$ cat config.mk
export PLATFORM = sky130hd
export DESIGN_NAME = multitap_keypad_text_entry_flat
export DESIGN_NICKNAME = d
export VERILOG_FILES = /design/src/mkte_pkg.sv /design/src/mkte_ifs.sv /design/src/multitap_keypad_text_entry.sv /design/src/mkte_csr.sv /design/src/mkte_step.sv /design/src/flat_wrapper.sv
export SDC_FILE = /design/constraint.sdc
export NUM_CORES = 1
export LEC_CHECK = 0
export BUFFER_PORTS_ARGS = -buffer_cell sky130_fd_sc_hd__buf_2
export CAP_MARGIN = 20
export CORE_ASPECT_RATIO = 1.1
export CORE_UTILIZATION = 65
export CTS_CLUSTER_DIAMETER = 100
export DETAILED_ROUTE_END_ITERATION = 6
export PLACE_DENSITY = 0.95
export SETUP_SLACK_MARGIN = 0.4
export SYNTH_ARGS = -nofsm -noshare
export SYNTH_HDL_FRONTEND = slang
export SYNTH_SLANG_ARGS = --single-unit
$ cat constraint.sdc
create_clock -name clock -period 9.3 [get_ports clock]
set_input_delay 0.465 -clock clock [delete_from_list [all_inputs] [get_ports clock]]
set_output_delay 0.465 -clock clock [all_outputs]
set_load 0.03 [all_outputs]
$ cat src/mkte_pkg.sv
package mkte_pkg;

   localparam int STAMP_BITS = 32;
   localparam int KEY_W      = 8;
   localparam int POS_W      = 8;
   localparam int MAXLEN_W   = 8;
   localparam int DELAY_W    = 16;
   localparam int TAP_W      = 3;
   localparam int DIGIT_W    = 4;
   localparam int NUM_DIGITS = 10;
   localparam int MAX_TAPS   = 5;
   localparam int CSR_IDX_W  = 1;
   localparam int CSR_DATA_W = 16;

   localparam logic [KEY_W-1:0] KEY_ZERO  = 8'h30;
   localparam logic [KEY_W-1:0] KEY_NINE  = 8'h39;
   localparam logic [KEY_W-1:0] KEY_CLEAR = 8'h43;
   localparam logic [KEY_W-1:0] KEY_ENTER = 8'h45;

   localparam logic [MAXLEN_W-1:0] MAX_LENGTH_RESET   = 8'd16;
   localparam logic [DELAY_W-1:0]  SWITCH_DELAY_RESET = 16'd1000;

   typedef logic [STAMP_BITS-1:0] stamp_type;

   typedef enum logic [1:0] {
      ACT_NONE   = 2'd0,
      ACT_WRITE  = 2'd1,
      ACT_ERASE  = 2'd2,
      ACT_FINISH = 2'd3
   } action_type;

   typedef enum logic [CSR_IDX_W-1:0] {
      CSR_MAX_LENGTH   = 1'b0,
      CSR_SWITCH_DELAY = 1'b1
   } csr_index_type;

   typedef struct packed {
      logic               active;
      logic [POS_W-1:0]   cursor;
      logic [TAP_W-1:0]   tap_index;
      logic [KEY_W-1:0]   prev_key;
      stamp_type          prev_time;
   } entry_state_type;

   typedef struct packed {
      action_type         action;
      logic [POS_W-1:0]   position;
      logic [KEY_W-1:0]   out_char;
      logic [POS_W-1:0]   entry_length;
   } result_type;

   typedef struct packed {
      logic [MAXLEN_W-1:0] max_length;
      logic [DELAY_W-1:0]  switch_delay;
   } config_type;

   localparam logic [KEY_W-1:0] LETTER_TAB [NUM_DIGITS][MAX_TAPS] = '{
      '{8'h20, 8'h30, 8'h00, 8'h00, 8'h00},
      '{8'h20, 8'h31, 8'h00, 8'h00, 8'h00},
      '{8'h41, 8'h42, 8'h43, 8'h32, 8'h00},
      '{8'h44, 8'h45, 8'h46, 8'h33, 8'h00},
      '{8'h47, 8'h48, 8'h49, 8'h34, 8'h00},
      '{8'h4A, 8'h4B, 8'h4C, 8'h35, 8'h00},
      '{8'h4D, 8'h4E, 8'h4F, 8'h36, 8'h00},
      '{8'h50, 8'h51, 8'h52, 8'h53, 8'h37},
      '{8'h54, 8'h55, 8'h56, 8'h38, 8'h00},
      '{8'h57, 8'h58, 8'h59, 8'h5A, 8'h39}
   };

   function automatic logic [KEY_W-1:0] letter_at(input logic [DIGIT_W-1:0] d,
                                                  input logic [TAP_W-1:0]   idx);
      logic [KEY_W-1:0] ch;
      ch = '0;
      if (d < DIGIT_W'(NUM_DIGITS) && idx < TAP_W'(MAX_TAPS)) begin
         ch = LETTER_TAB[d][idx];
      end
      return ch;
   endfunction

   function automatic logic [TAP_W-1:0] tap_count(input logic [DIGIT_W-1:0] d);
      logic [TAP_W-1:0] n;
      case (d)
         4'd0, 4'd1: n = 3'd2;
         4'd7, 4'd9: n = 3'd5;
         default:    n = 3'd4;
      endcase
      return n;
   endfunction

   // (tap + 1) mod count, count being 2, 4 or 5
   function automatic logic [TAP_W-1:0] next_tap(input logic [TAP_W-1:0] tap,
                                                 input logic [TAP_W-1:0] cnt);
      logic [TAP_W:0]   v;
      logic [TAP_W-1:0] r;
      v = {1'b0, tap} + 1'b1;
      case (cnt)
         3'd2:    r = {2'b00, v[0]};
         3'd4:    r = {1'b0, v[1:0]};
         default: r = (v < 4'd5) ? v[TAP_W-1:0] : TAP_W'(v - 4'd5);
      endcase
      return r;
   endfunction

endpackage

$ cat src/mkte_ifs.sv
interface mkte_req_if;
   logic                                valid;
   logic                                ready;
   logic [mkte_pkg::KEY_W-1:0]          key_code;
   logic [mkte_pkg::STAMP_BITS-1:0]     press_time;

   modport source (output valid, key_code, press_time, input ready);
   modport sink   (input valid, key_code, press_time, output ready);
endinterface

interface mkte_rsp_if;
   logic                                valid;
   logic                                ready;
   logic [1:0]                          action;
   logic [mkte_pkg::POS_W-1:0]          position;
   logic [mkte_pkg::KEY_W-1:0]          out_char;
   logic [mkte_pkg::POS_W-1:0]          entry_length;

   modport source (output valid, action, position, out_char, entry_length, input ready);
   modport sink   (input valid, action, position, out_char, entry_length, output ready);
endinterface

$ cat src/multitap_keypad_text_entry.sv
// Multi-tap keypad text entry.
// req_if carries one keypress per item (key_code, press_time in ms). rsp_if
// returns exactly one item per keypress: action (none, write, erase, finish),
// position, out_char and entry_length.
// csr_we/csr_index/csr_wdata write max_length (index 0) and switch_delay
// (index 1); write them only while no keypress is in flight.
// Pipeline: an input register, then the step logic (table lookup, stamp gap
// compare, cursor update) feeding the result register. The entry state is
// updated as an item moves into the result register.
// An accepted keypress moves on to rsp_if once the result register is free.
// Throughput: one keypress per cycle while rsp_if.ready is high.
// Stalls: while rsp_if.ready is low the result holds; one more item waits in
// the input register, after which req_if.ready drops.
// Reset (synchronous, active high): both stages empty, entry waiting for its
// first key, max_length 16, switch_delay 1000.
module multitap_keypad_text_entry (
   input  logic                              clock,
   input  logic                              reset,
   mkte_req_if.sink                          req_if,
   mkte_rsp_if.source                        rsp_if,
   input  logic                              csr_we,
   input  logic [mkte_pkg::CSR_IDX_W-1:0]    csr_index,
   input  logic [mkte_pkg::CSR_DATA_W-1:0]   csr_wdata
);
   import mkte_pkg::*;

   config_type        cfg;

   logic              in_valid_ff;
   logic [KEY_W-1:0]  in_key_ff;
   stamp_type         in_time_ff;

   entry_state_type   st_ff;
   entry_state_type   st_in;
   result_type        res_in;

   logic              out_valid_ff;
   result_type        out_ff;

   logic              advance;
   logic              take;

   mkte_csr u_csr (
      .clock     (clock),
      .reset     (reset),
      .csr_we    (csr_we),
      .csr_index (csr_index),
      .csr_wdata (csr_wdata),
      .cfg       (cfg)
   );

   mkte_step u_step (
      .st      (st_ff),
      .cfg     (cfg),
      .key     (in_key_ff),
      .stamp   (in_time_ff),
      .st_next (st_in),
      .res     (res_in)
   );

   assign advance      = in_valid_ff && (!out_valid_ff || rsp_if.ready);
   assign req_if.ready = !in_valid_ff || advance;
   assign take         = req_if.valid && req_if.ready;

   always_ff @(posedge clock) begin
      if (reset) begin
         in_valid_ff  <= 1'b0;
         out_valid_ff <= 1'b0;
         st_ff        <= '0;
      end else begin
         if (take) begin
            in_valid_ff <= 1'b1;
         end else if (advance) begin
            in_valid_ff <= 1'b0;
         end
         if (advance) begin
            out_valid_ff <= 1'b1;
            st_ff        <= st_in;
         end else if (rsp_if.ready) begin
            out_valid_ff <= 1'b0;
         end
      end
   end

   always_ff @(posedge clock) begin
      if (take) begin
         in_key_ff  <= req_if.key_code;
         in_time_ff <= req_if.press_time;
      end
      if (advance) begin
         out_ff <= res_in;
      end
   end

   assign rsp_if.valid        = out_valid_ff;
   assign rsp_if.action       = out_ff.action;
   assign rsp_if.position     = out_ff.position;
   assign rsp_if.out_char     = out_ff.out_char;
   assign rsp_if.entry_length = out_ff.entry_length;

endmodule

$ cat src/mkte_csr.sv
module mkte_csr (
   input  logic                              clock,
   input  logic                              reset,
   input  logic                              csr_we,
   input  logic [mkte_pkg::CSR_IDX_W-1:0]    csr_index,
   input  logic [mkte_pkg::CSR_DATA_W-1:0]   csr_wdata,
   output mkte_pkg::config_type              cfg
);
   import mkte_pkg::*;

   config_type cfg_ff;

   always_ff @(posedge clock) begin
      if (reset) begin
         cfg_ff.max_length   <= MAX_LENGTH_RESET;
         cfg_ff.switch_delay <= SWITCH_DELAY_RESET;
      end else if (csr_we) begin
         case (csr_index_type'(csr_index))
            CSR_MAX_LENGTH:   cfg_ff.max_length   <= csr_wdata[MAXLEN_W-1:0];
            CSR_SWITCH_DELAY: cfg_ff.switch_delay <= csr_wdata[DELAY_W-1:0];
            default: ;
         endcase
      end
   end

   assign cfg = cfg_ff;

endmodule

$ cat src/mkte_step.sv
module mkte_step (
   input  mkte_pkg::entry_state_type         st,
   input  mkte_pkg::config_type              cfg,
   input  logic [mkte_pkg::KEY_W-1:0]        key,
   input  mkte_pkg::stamp_type               stamp,
   output mkte_pkg::entry_state_type         st_next,
   output mkte_pkg::result_type              res
);
   import mkte_pkg::*;

   logic                  digit;
   logic [DIGIT_W-1:0]    d;
   stamp_type             gap;
   logic                  repeat_hit;
   logic [TAP_W-1:0]      tap_new;
   logic [POS_W:0]        next_pos;

   always_comb begin
      digit      = (key >= KEY_ZERO) && (key <= KEY_NINE);
      d          = DIGIT_W'(key - KEY_ZERO);
      gap        = (st.prev_time >= stamp) ? st.prev_time - stamp : stamp - st.prev_time;
      repeat_hit = (st.prev_key == key) && (gap <= STAMP_BITS'(cfg.switch_delay));
      tap_new    = next_tap(st.tap_index, tap_count(d));
      next_pos   = {1'b0, st.cursor} + 1'b1;

      st_next = st;
      res     = '{action: ACT_NONE, position: '0, out_char: '0, entry_length: '0};

      if (!st.active) begin
         if (cfg.max_length <= MAXLEN_W'(1) || key == KEY_ENTER) begin
            res.action = ACT_FINISH;
         end else if (digit) begin
            st_next.active    = 1'b1;
            st_next.cursor    = '0;
            st_next.tap_index = '0;
            st_next.prev_key  = key;
            st_next.prev_time = stamp;
            res.action        = ACT_WRITE;
            res.out_char      = letter_at(d, '0);
         end
      end else if (key == KEY_ENTER) begin
         st_next.active   = 1'b0;
         res.action       = ACT_FINISH;
         res.position     = next_pos[POS_W-1:0];
         res.entry_length = next_pos[POS_W-1:0];
      end else if (key == KEY_CLEAR) begin
         st_next.prev_key  = key;
         st_next.prev_time = stamp;
         if (st.cursor != '0) begin
            res.action        = ACT_ERASE;
            res.position      = st.cursor;
            st_next.cursor    = st.cursor - 1'b1;
            st_next.tap_index = '0;
         end
      end else if (digit) begin
         st_next.prev_key  = key;
         st_next.prev_time = stamp;
         if (repeat_hit) begin
            st_next.tap_index = tap_new;
            res.action        = ACT_WRITE;
            res.position      = st.cursor;
            res.out_char      = letter_at(d, tap_new);
         end else if (next_pos + 1'b1 >= {1'b0, cfg.max_length}) begin
            // buffer full: the key that hits the limit is dropped
            st_next.active   = 1'b0;
            res.action       = ACT_FINISH;
            res.position     = next_pos[POS_W-1:0];
            res.entry_length = next_pos[POS_W-1:0];
         end else begin
            st_next.cursor    = next_pos[POS_W-1:0];
            st_next.tap_index = '0;
            res.action        = ACT_WRITE;
            res.position      = next_pos[POS_W-1:0];
            res.out_char      = letter_at(d, '0);
         end
      end
   end

endmodule
$ cat src/flat_wrapper.sv
// flat-port wrapper written by rule: the top's interface ports become plain ports
module multitap_keypad_text_entry_flat import mkte_pkg::*;
  (clock, reset, csr_we, csr_index, csr_wdata, req_if_valid, req_if_key_code, req_if_press_time, req_if_ready, rsp_if_valid, rsp_if_action, rsp_if_position, rsp_if_out_char, rsp_if_entry_length, rsp_if_ready);
  mkte_req_if req_if_i ();
  mkte_rsp_if rsp_if_i ();
  input  logic clock;
  input  logic reset;
  input  logic csr_we;
  input  logic [mkte_pkg::CSR_IDX_W-1:0] csr_index;
  input  logic [mkte_pkg::CSR_DATA_W-1:0] csr_wdata;
  input wire logic [$bits(req_if_i.valid)-1:0] req_if_valid;
  input wire logic [$bits(req_if_i.key_code)-1:0] req_if_key_code;
  input wire logic [$bits(req_if_i.press_time)-1:0] req_if_press_time;
  output wire logic [$bits(req_if_i.ready)-1:0] req_if_ready;
  output wire logic [$bits(rsp_if_i.valid)-1:0] rsp_if_valid;
  output wire logic [$bits(rsp_if_i.action)-1:0] rsp_if_action;
  output wire logic [$bits(rsp_if_i.position)-1:0] rsp_if_position;
  output wire logic [$bits(rsp_if_i.out_char)-1:0] rsp_if_out_char;
  output wire logic [$bits(rsp_if_i.entry_length)-1:0] rsp_if_entry_length;
  input wire logic [$bits(rsp_if_i.ready)-1:0] rsp_if_ready;
  assign req_if_i.valid = req_if_valid;
  assign req_if_i.key_code = req_if_key_code;
  assign req_if_i.press_time = req_if_press_time;
  assign req_if_ready = req_if_i.ready;
  assign rsp_if_valid = rsp_if_i.valid;
  assign rsp_if_action = rsp_if_i.action;
  assign rsp_if_position = rsp_if_i.position;
  assign rsp_if_out_char = rsp_if_i.out_char;
  assign rsp_if_entry_length = rsp_if_i.entry_length;
  assign rsp_if_i.ready = rsp_if_ready;
  multitap_keypad_text_entry u_core (.clock(clock), .reset(reset), .req_if(req_if_i), .rsp_if(rsp_if_i), .csr_we(csr_we), .csr_index(csr_index), .csr_wdata(csr_wdata));
endmodule
# Word-level counts from Yosys, hierarchy flattened
# Memories as Yosys holds them, arrays and structs flattened.
# Cells that the tools add are included.
# Widths: inputs -> output; s select.
[totals]
ram_bits = 0
latchBits = 0
mem_bits_ro = 640
wordCells = 121
ff_bits = 144
out_inout_bits = 28
input_bits = 62
n_memories = 1
[op_classes]
bitwise_logic = 3
multipliers = 0
n_lt_le_gt_ge = 11
n_mux = 46
eq_ne = 14
shift = 0
n_reduce_logical = 23
addsub = 8
n_div = 0
[mem_list]
columns = ["memory", "words", "word_bits", "read_ports", "rd_clocked_by_memory_dff", "wr", "line_no", "source"]
rows = [
  ["(name not given)", 16, 40, 1, 0, 0, "mkte_pkg.sv:75", "ch = LETTER_TAB[d][idx];"],
]
[ops]
columns = ["cell", "n"]
rows = [
  ["$mux 52", 4],
  ["$mux 51", 2],
  ["$mux 8", 12],
  ["$mux 40", 2],
  ["$sub 32x32->32", 2],
  ["$mux 10", 4],
  ["$ge 32x32->1", 1],
  ["$le 32x16->1", 1],
  ["$mux 32", 1],
  ["$mux 26", 1],
  ["$bmux 8 s3", 1],
  ["$mux 11", 2],
  ["$mux 18", 1],
  ["$eq 8x7->1 const B", 2],
  ["$mux 16", 1],
  ["$pmux 3 s2", 2],
  ["$add 8x1->9 const B", 1],
  ["$add 9x1->9 const B", 1],
  ["$ge 9x8->1", 1],
  ["$mux 9", 1],
  ["$ne 3x3->1 const B", 3],
  ["$eq 8x8->1", 1],
  ["$ge 8x6->1 const B", 1],
  ["$le 8x1->1 const B", 1],
  ["35 further kinds", 56],
]

# Depth between registers and ports, before layout
# Gate-level depths: netlist of run 1.
[depth]
depth_word = 16
ltp_mapped = 30
ltp_nobuf = 28

# Hierarchy
# Synthesis of run 1 repeated with hierarchy kept, for this count alone.
[hier_totals]
hier_cells = 1468
hier_area_um2 = 12220.5
[by_module_without_submodules]
columns = ["module", "cells_per_inst", "n_inst", "area_per_inst_um2"]
rows = [
  ["mkte_step", 1070, 1, 6769.0],
  ["multitap_keypad_text_entry", 301, 1, 4451.8],
  ["mkte_csr", 97, 1, 999.7],
]

# Least setup slack after synthesis of run 1
# Ideal clock, no wire load.
[synth_timing]
kind = "register to register"
startpoint = "reg u_core.in_time_ff[21]"
endpoint = "reg u_core.out_ff, in the netlist u_core.rsp_if.position[0], data pin"
stages_incl_launch_ff = 29
n_path_buf = 4
setup_ns = 0.254
t_arrival_ns = 5.149
setup_slack_ns = 3.896
required_time_ns = 9.046
cell_sequence = "edfxtp_1 > ha_1 > buf_6 > a211o_1 > a21oi_2 > o211ai_2 > and3b_1 > buf_6 > nand2b_1 > buf_2 > buf_2 > or3_1 > o31a_1 > a221oi_1 > xnor2_1 > ha_1 > o21a_1 > o21a_1 > o21ai_0 > a21oi_1 > nor2_1 > a21oi_1 > a211oi_1 > nand4_1 > nor4_4 > inv_2 > ha_1 > o22ai_1 > o21a_1"
[synth_between]
elab_chain_cells = 8
[synth_rtl]
columns = ["element", "line_no", "source"]
rows = [
  ["from (decl)", "multitap_keypad_text_entry.sv:31", "stamp_type in_time_ff;"],
  ["from (signal assigned)", "multitap_keypad_text_entry.sv:88", "in_time_ff <= req_if.press_time;"],
  ["$sub 32x32->32 / $ge 32x32->1 (equally long branches)", "mkte_step.sv:21", "gap = (st.prev_time >= stamp) ? st.prev_time - stamp : stamp - st.prev_time;"],
  ["$mux 32 *", "mkte_step.sv:21", ""],
  ["$le 32x16->1 *", "mkte_step.sv:22", "repeat_hit = (st.prev_key == key) && (gap <= STAMP_BITS'(cfg.switch_delay));"],
  ["$logic_and 1x1->1 *", "mkte_step.sv:22", ""],
  ["$mux 18 *", "mkte_step.sv:58", "if (repeat_hit) begin"],
  ["$mux 26 *", "mkte_step.sv:55", "end else if (digit) begin"],
  ["$mux 10 *", "mkte_step.sv:46", "end else if (key == KEY_CLEAR) begin"],
  ["$mux 10 *", "mkte_step.sv:41", "end else if (key == KEY_ENTER) begin"],
  ["to (signal assigned)", "multitap_keypad_text_entry.sv:91", "out_ff <= res_in;"],
  ["to (decl)", "multitap_keypad_text_entry.sv:38", "result_type out_ff;"],
]
# Every way passes the cells marked *; elsewhere a longest branch is shown, timed or not.
# A chain may end at the register's enable or synchronous reset.

# Final worst setup path of run 1
[layout_timing]
startpoint = "reg u_core.in_time_ff[19]"
endpoint = "reg u_core.out_ff, in the netlist u_core.rsp_if.position[7], data pin"
# The elaborated chain is that of the path after synthesis.

==> results of run 1 <==
## per-layer routing
| layer | GRT usage, % | vias up | share of wire, % |
|---|---|---|---|
| met2 | 63.3 | 715 | 48 |
| met1 | 45.6 | 5119 | 38 |
| met4 | 19.2 | 2 | 4.6 |
| li1 | - | 4984 | - |
| met3 | 8.49 | 167 | 9.4 |
| met5 | 0 | - | 0.034 |
## placed cells by master (no fill, tap or decap), types with 9 or more instances in the layout
cell type and instances:
dfxtp_1 78, edfxtp_1 65, o21a_1 25, inv_1 104, xor2_1 25, ha_1 101, clkbuf_16 17, o22ai_1 9
nor2_1 83, nand3_1 23, buf_2 89, a31oi_1 15, nor4_1 10, o211ai_1 15, and3_1 9, a21o_1 18
a211oi_1 9, nor2b_1 15, nor3_1 17, o31a_1 9, o21ai_0 66, or3_1 12, o21ai_1 15, a21oi_1 164
xnor2_1 22, nand4_1 30, mux2i_1 10, nand2_1 199
## worst max-delay path by stage
stage | endpoint | slack (ps) | depth (start not counted)
CTS | u_core.rsp_if.position[7]$_SDFFCE_PN0P_ | 3170 | 26
finish | u_core.rsp_if.position[7]$_SDFFCE_PN0P_ | 3060 | 26
global route | u_core.rsp_if.position[7]$_SDFFCE_PN0P_ | 2670 | 26
global placement | u_core.rsp_if.position[7]$_SDFFCE_PN0P_ | 3460 | 26
floorplan | u_core.rsp_if.position[0]$_SDFFCE_PN0P_ | 3900 | 28
detailed placement | u_core.rsp_if.position[7]$_SDFFCE_PN0P_ | 3210 | 26
## stage by stage
step,instance area (µm²),setup WS [ps],hold WS (ps)
floorplan,11100,3900,436
global placement,11400,3460,445
detailed placement,11400,3210,451
CTS,12000,3170,187
global route,12000,2670,189
finish,12000,3060,193
## kinds of logic (layout without fill, tap and decap cells)
kind of cell	after synthesis	count (layout)	synth area share, %
AND/OR/NAND/NOR	449	449	19.6
AO/OA/AOI/OAI	436	436	25.1
buffers and inverters	188	233	7.18
flip-flops	143	143	31.8
adder cells (fa/ha/maj)	103	103	11.8
XOR/XNOR	47	47	3.72
multiplexers	10	10	0.905
other	1	1	0.0339
## worst max-delay path, delay by kind of cell, from the launching register on
family          cells  cell delay, ps
compound gates     12            2250
simple gates        8            1660
fa+ha+maj           2             760
buf+inv             3             670
flops               1             450
xor+xnor            1             170
## state kept, by name (all words and copies together) (netlist names)
signal / count
u_core.st_ff: 52
u_core.in_time_ff: 32
u_core.u_csr.cfg: 24
u_core.in_key_ff: 8
u_core.rsp_if.entry_length: 8
u_core.rsp_if.position: 8
u_core.rsp_if.out_char: 7
u_core.rsp_if.action: 2
u_core.in_valid_ff: 1
u_core.rsp_if.valid: 1
## power groups by stage
| stage | Combinational, mW | Sequential [mW] | Clock (mW) |
|---|---|---|---|
| 2_1_floorplan | 0.164 | 0.714 | 0 |
| 3_3_place_gp | 0.231 | 0.710 | 0 |
| 3_5_place_dp | 0.235 | 0.712 | 0 |
| 4_1_cts | 0.239 | 0.698 | 0.654 |
| 5_1_grt | 0.268 | 0.702 | 0.681 |
| 6_report | 0.249 | 0.699 | 0.653 |
## area by class of cell
class / instances / area, µm² / share of cell area (%)
well taps: 204 / 255 / 2.13
flip-flops and latches: 143 / 3510 / 29.3
multi-input cells: 1046 / 6770 / 56.5
inverters: 105 / 394 / 3.29
repair buffers: 96 / 498 / 4.16
clock inverters: 15 / 130 / 1.09
clock buffers: 17 / 425 / 3.55
## synth_stat cells (6+ instances only)
library cell / count / area, µm²
a211oi_1: 9 / 67.6
a21boi_0: 7 / 52.6
a21o_1: 18 / 135
a21oi_1: 164 / 821
a22oi_1: 7 / 52.6
a31oi_1: 15 / 93.8
and2_1: 9 / 56.3
and3_1: 9 / 56.3
buf_2: 23 / 115
buf_6: 6 / 67.6
clkbuf_1: 50 / 188
dfxtp_1: 78 / 1560
edfxtp_1: 65 / 1950
ha_1: 101 / 1260
inv_1: 104 / 390
mux2i_1: 10 / 100
nand2_1: 199 / 747
nand2b_1: 7 / 43.8
nand3_1: 23 / 115
nand3b_1: 7 / 52.6
nand4_1: 30 / 188
nor2_1: 83 / 312
nor2b_1: 16 / 100
nor3_1: 17 / 85.1
nor4_1: 10 / 62.6
o211ai_1: 15 / 113
o21a_1: 25 / 188
o21ai_0: 66 / 330
o21ai_1: 16 / 80.1
o21bai_1: 7 / 52.6
o22ai_1: 9 / 56.3
o31a_1: 9 / 78.8
o31ai_1: 7 / 52.6
or3_1: 12 / 75.1
xnor2_1: 22 / 193
xor2_1: 25 / 219
==> impl_metrics.env, run 1 <==
export IMPL_status="finished, final reports clean"
export IMPL_worst_pin_slew_ps=1140
export IMPL_num_io_pins=90
export IMPL_power_frac_seq_pct=43.7
export IMPL_vias_per_cell=6.76
export IMPL_rsz0062_at_grt="no"
export IMPL_syn_area_mm2=0.0111
export IMPL_cp_required_ps=9490
export IMPL_skew_ps=14.5
export IMPL_drc_errors=0
export IMPL_finalCritPeriodShare_pct=67.1
export IMPL_yosysWarnings=0
export IMPL_leakage_nw=4.75
export IMPL_vias=11000
export IMPL_drt_iter0_drc=1296
export IMPL_layout_drive_gt1_share_pct=11.0
export IMPL_postSynthNetCount=1542
export IMPL_max_stage_delay_ps=490
export IMPL_clkPwrFrac_pct=40.8
export IMPL_grt_pass1_vias=10600
export IMPL_fin_tns_setup_ps=0
export IMPL_die_x_um=126
export IMPL_cts_clk_slew_worst_paths_ps=70
export IMPL_crit_type="reg -> reg"
export IMPL_cp_slowest_cell="ha_1"
export IMPL_antenna_left=0
export IMPL_initial_core_util_pct=67.1
export IMPL_cts_buffers=17
export IMPL_arrival_ps=6430
export IMPL_layoutNonFillerInstCount=1626
export IMPL_worstSkewPairLatency_ps=440
export IMPL_maxCapViolCount=0
export IMPL_reg2reg_to="u_core.rsp_if.position[7]$_SDFFCE_PN0P_"
export IMPL_diodes=0
export IMPL_synth_edf_count=65
export IMPL_grt_usage_pct=37.8
export IMPL_grt_antenna_before_repair=2
export IMPL_portBuffers=88
export IMPL_fmax_mhz=160
export IMPL_r2r_slack_ps=3060
export IMPL_placedCellCount=1593
export IMPL_synth_flop_cell="dfxtp_1"
export IMPL_grt_ovfl_total=0
export IMPL_hold_path_class="in -> reg"
export IMPL_synthArstFlopShare_pct=0
export IMPL_cts_hold_buf=0
export IMPL_setup_viol=0
export IMPL_num_fill_cells=1153
export IMPL_relSlewSlack_pct=21.9
export IMPL_hold_end="u_core.in_time_ff[4]$_DFFE_PP_"
export IMPL_cts_root_buf="clkbuf_16"
export IMPL_swShare_pct=30.2
export IMPL_cts_tree="done"
export IMPL_r2r_start="u_core.in_time_ff[19]$_DFFE_PP_"
export IMPL_final_util_pct=72.7
export IMPL_hpwl_um=23400
export IMPL_wl_per_cell_um=20.2
export IMPL_max_vdd_ir_drop_v=0.000111
export IMPL_drt_first_pass_iters=6
export IMPL_cp_max_fo=24
export IMPL_ctsResizeCount=0
export IMPL_yosysUniqueCellTypes=84
export IMPL_wl_um=32800
export IMPL_syn_area_per_cell_um2=8.04
export IMPL_pwr_share_comb_pct=15.5
export IMPL_switching_power_mw=0.483
export IMPL_crit_path_end_kind="register"
export IMPL_cts_sinks=143
export IMPL_finalHoldViolCount=0
export IMPL_place_congestion=1.05
export IMPL_total_power_mw=1.60
export IMPL_core_area_mm2=0.0165
export IMPL_hold_depth=1
export IMPL_ys_seq_elements=143
export IMPL_cts_setup_buffers=0
export IMPL_dieHeight_um=139
export IMPL_die_area_mm2=0.0176
export IMPL_holdCritStartpoint="req_if_press_time[4]"
export IMPL_post_route_min_period_ps=6240
export IMPL_clk_path_buf_depth=2
export IMPL_crit_start="u_core.in_time_ff[19]$_DFFE_PP_"
export IMPL_syn_inst=1377
export IMPL_grt_pass1_wl_um=53000
export IMPL_report_final_slew_viol_count=0
export IMPL_grt_max_degree=74
export IMPL_power_density_mw_per_mm2=134
export IMPL_power_internal_mw=1.12
export IMPL_ys_seq_area_share_pct=31.8
export IMPL_areaGrowthSynthToFinish_pct=8.28
export IMPL_layout_nets=1574
export IMPL_reg2reg_depth=26
export IMPL_h_tree_depth=4
export IMPL_startpoint_type="register"
export IMPL_rows=49
Power figures use the tool's default switching activity.
==> run 2: changes to the inputs <==
--- a/config.mk
+++ b/config.mk
@@ -5,13 +5,14 @@
 export SDC_FILE = /design/constraint.sdc
 export NUM_CORES = 1
 export LEC_CHECK = 0
+export ABC_AREA = 1
 export BUFFER_PORTS_ARGS = -buffer_cell sky130_fd_sc_hd__buf_2
 export CAP_MARGIN = 20
 export CORE_ASPECT_RATIO = 1.1
-export CORE_UTILIZATION = 65
+export CORE_UTILIZATION = 62
 export CTS_CLUSTER_DIAMETER = 100
 export DETAILED_ROUTE_END_ITERATION = 6
-export PLACE_DENSITY = 0.95
+export PLACE_DENSITY = 0.91
 export SETUP_SLACK_MARGIN = 0.4
 export SYNTH_ARGS = -nofsm -noshare
 export SYNTH_HDL_FRONTEND = slang
==> constraint.sdc (replaced) <==
create_clock -name clock -period 6.2 [get_ports clock]
set_input_delay 0.31 -clock clock [delete_from_list [all_inputs] [get_ports clock]]
set_output_delay 0.31 -clock clock [all_outputs]
set_load 0.03 [all_outputs]
==> impl_metrics.env, run 2 <==
export IMPL_cp_required_ps=6400
export IMPL_antenna_left=0
export IMPL_startpoint_type="register"
export IMPL_fin_tns_setup_ps=0
export IMPL_layout_commonest_cell="nand2_1"
export IMPL_cts_buffers=17
export IMPL_cpMostUsedCell="nand2_1"
export IMPL_grt_max_degree=54
export IMPL_vias_per_cell=5.56
export IMPL_clk_path_buf_depth=2
export IMPL_failed_checks="DRC"
export IMPL_setup_viol=0
export IMPL_crit_path_end_kind="register"
export IMPL_relSlewSlack_pct=30.0
export IMPL_hold_path_class="in -> reg"
export IMPL_synthTopCellsByArea="nand2_1 (20%), edfxtp_1 (17%), dfxtp_1 (13%), ha_1 (11%), inv_1 (10%)"
export IMPL_initial_core_util_pct=63.6
export IMPL_synth_top_cell_area_share_pct=19.9
export IMPL_final_util_pct=69.9
export IMPL_status="complete, but fails checks"
export IMPL_fin_ws_ps=820
export IMPL_synth_flop_cell="dfxtp_1"
export IMPL_finalCritPeriodShare_pct=86.8
export IMPL_yosysUniqueCellTypes=47
export IMPL_grt_usage_pct=36.4
export IMPL_arrival_ps=5580
export IMPL_post_route_min_period_ps=5380
export IMPL_total_power_mw=2.47
export IMPL_h_tree_depth=4
export IMPL_worst_pin_slew_ps=1050
export IMPL_grt_ovfl_total=0
export IMPL_cts_root_buf="clkbuf_16"
export IMPL_ys_seq_area_share_pct=29.9
export IMPL_dpl_worst_slack_ps=847
export IMPL_cts_clk_slew_worst_paths_ps=70
export IMPL_syn_area_per_cell_um2=6.42
export IMPL_postSynthNetCount=1996
export IMPL_grt_pass1_vias=11200
export IMPL_skew_ps=10.6
export IMPL_reg2reg_depth=29
export IMPL_synth_edf_count=65
export IMPL_holdCritStartpoint="req_if_key_code[3]"
export IMPL_crit_start="u_core.in_time_ff[13]$_DFFE_PP_"
export IMPL_drt_first_pass_iters=7
export IMPL_synthTopCellsByCount="nand2_1 (622), inv_1 (323), a21oi_1 (142), nor2_1 (129), ha_1 (101)"
export IMPL_num_fill_cells=1658
export IMPL_areaGrowthSynthToFinish_pct=9.86
export IMPL_hold_depth=1
export IMPL_die_x_um=133
export IMPL_portBuffers=88
export IMPL_cts_sinks=143
export IMPL_wl_per_cell_um=16.3
export IMPL_rsz0062_at_grt="no"
export IMPL_leakage_nw=6.61
export IMPL_drc_errors=6
export IMPL_syn_area_mm2=0.0118
export IMPL_grt_pass1_wl_um=55800
export IMPL_num_io_pins=90
export IMPL_diodes=0
export IMPL_layout_nets=2067
export IMPL_place_congestion=0.980
export IMPL_maxCapViolCount=0
export IMPL_vias=12000
export IMPL_post_synth_top_count_cell="nand2_1"
export IMPL_yosysWarnings=0
export IMPL_layout_drive_gt1_share_pct=8.51
export IMPL_grt_antenna_before_repair=0
export IMPL_wl_um=35200
export IMPL_max_stage_delay_ps=480
export IMPL_r2r_slack_ps=820
export IMPL_max_vdd_ir_drop_v=0.000194
export IMPL_finalHoldViolCount=0
export IMPL_layout_common_cells="nand2_1 (622), inv_1 (322), a21oi_1 (142)"
export IMPL_cp_slowest_cell="ha_1"
export IMPL_drt_iter0_drc=1081
export IMPL_hpwl_um=27400
export IMPL_crit_type="reg -> reg"
export IMPL_layoutNonFillerInstCount=2158
export IMPL_power_density_mw_per_mm2=192
export IMPL_dieHeight_um=146
export IMPL_die_area_mm2=0.0195
export IMPL_core_area_mm2=0.0185
export IMPL_fmax_mhz=186
export IMPL_r2r_start="u_core.in_time_ff[13]$_DFFE_PP_"
export IMPL_rows=52
export IMPL_report_final_slew_viol_count=0
export IMPL_syn_inst=1831
export IMPL_ys_seq_elements=143
export IMPL_placedCellCount=2125
export IMPL_synthArstFlopShare_pct=0
export IMPL_top_register="u_core.st_ff"
export IMPL_synth_largest_area_cell="nand2_1"
export IMPL_largest_reg_flops=52
export IMPL_worstSkewPairLatency_ps=440
export IMPL_cts_tree="done"
export IMPL_reg_largest_list="u_core.st_ff x52, u_core.in_time_ff x32, u_core.u_csr.cfg x24"
export IMPL_cp_max_fo=33
export IMPL_cts_setup_buffers=0
[run 2: changes by cell type in the layout (fill, tap and decap cells not counted), sizes merged, moves of 11 or more]
cell,before,now
nand4,33,13
o21a,25,1
inv,113,338
nand3,23,96
a21o,18,0
nor2b,16,0
xnor2,22,10
nor2,84,140
nand2,200,635
a211oi,12,1
a21oi,167,146
or3,12,0
[run 2: cell type report]
cell class	count	area (µm²)	area share (%)
timing repair buffer	92	483	3.74
inverter	333	1250	9.70
clock inverter	15	140	1.09
clock buffer	17	425	3.30
multi-input combinational	1315	6790	52.6
tap	243	304	2.36
sequential	143	3510	27.2
[run 2: critical path, delay by kind of cell, from the launching register on]
| family | cells | cell delay [ps] |
|---|---|---|
| buffers and inverters | 4 | 380 |
| xor gates and xnor gates | 1 | 270 |
| and+or+nand+nor | 18 | 2410 |
| DFF | 1 | 410 |
| AOI/OAI and AO/OA | 3 | 580 |
| adders and majority gates | 3 | 1080 |
[run 2: final timing paths]
check | endpoint
worst max-delay path | u_core.rsp_if.position[0]$_SDFFCE_PN0P_
worst min-delay path | u_core.in_key_ff[3]$_DFFE_PP_
worst max register to register | u_core.rsp_if.position[0]$_SDFFCE_PN0P_
worst min register to register | u_core.u_csr.cfg[15]$_SDFFE_PP0P_
[run 2: power breakdown]
part	total [mW]	internal, mW	switching (mW)
Clock	1.02	0.534	0.485
Combinational	0.410	0.132	0.278
Sequential	1.05	1.02	0.0227
Total	2.47	1.69	0.786
[run 2: kinds of logic after synthesis]
logic type / synth area share [%]
compound gates: 12.4
xor+xnor: 2.53
fa+ha+maj: 11.1
buf+inv: 12.3
flops: 29.9
mux: 0.0852
other cells: 0.0319
simple gates: 31.7
[run 2: metal layers]
layer	vias up	global-route usage, %	part of all wire, %
met5	-	0	0
met4	0	13.8	3.5
met3	98	5.10	7.3
met2	572	62.1	47
met1	5429	46.5	42
li1	5904	-	-
[run 2: what timing repair did]
| item | CTS | global route |
|---|---|---|
| hold buffers | 0 | 0 |
| endpoints found under the hold margin | 0 | 0 |
| setup endpoints to repair | 0 | 12 |
| gates resized for setup | 0 | 2 |
[run 2: per-stage QoR]
stage	hold slack, ps	area, µm²
after detailed placement	462	12300
after floorplan	409	11800
after global routing	30.0	12900
after global placement	450	12300
after CTS	36.0	12900
final	44.0	12900
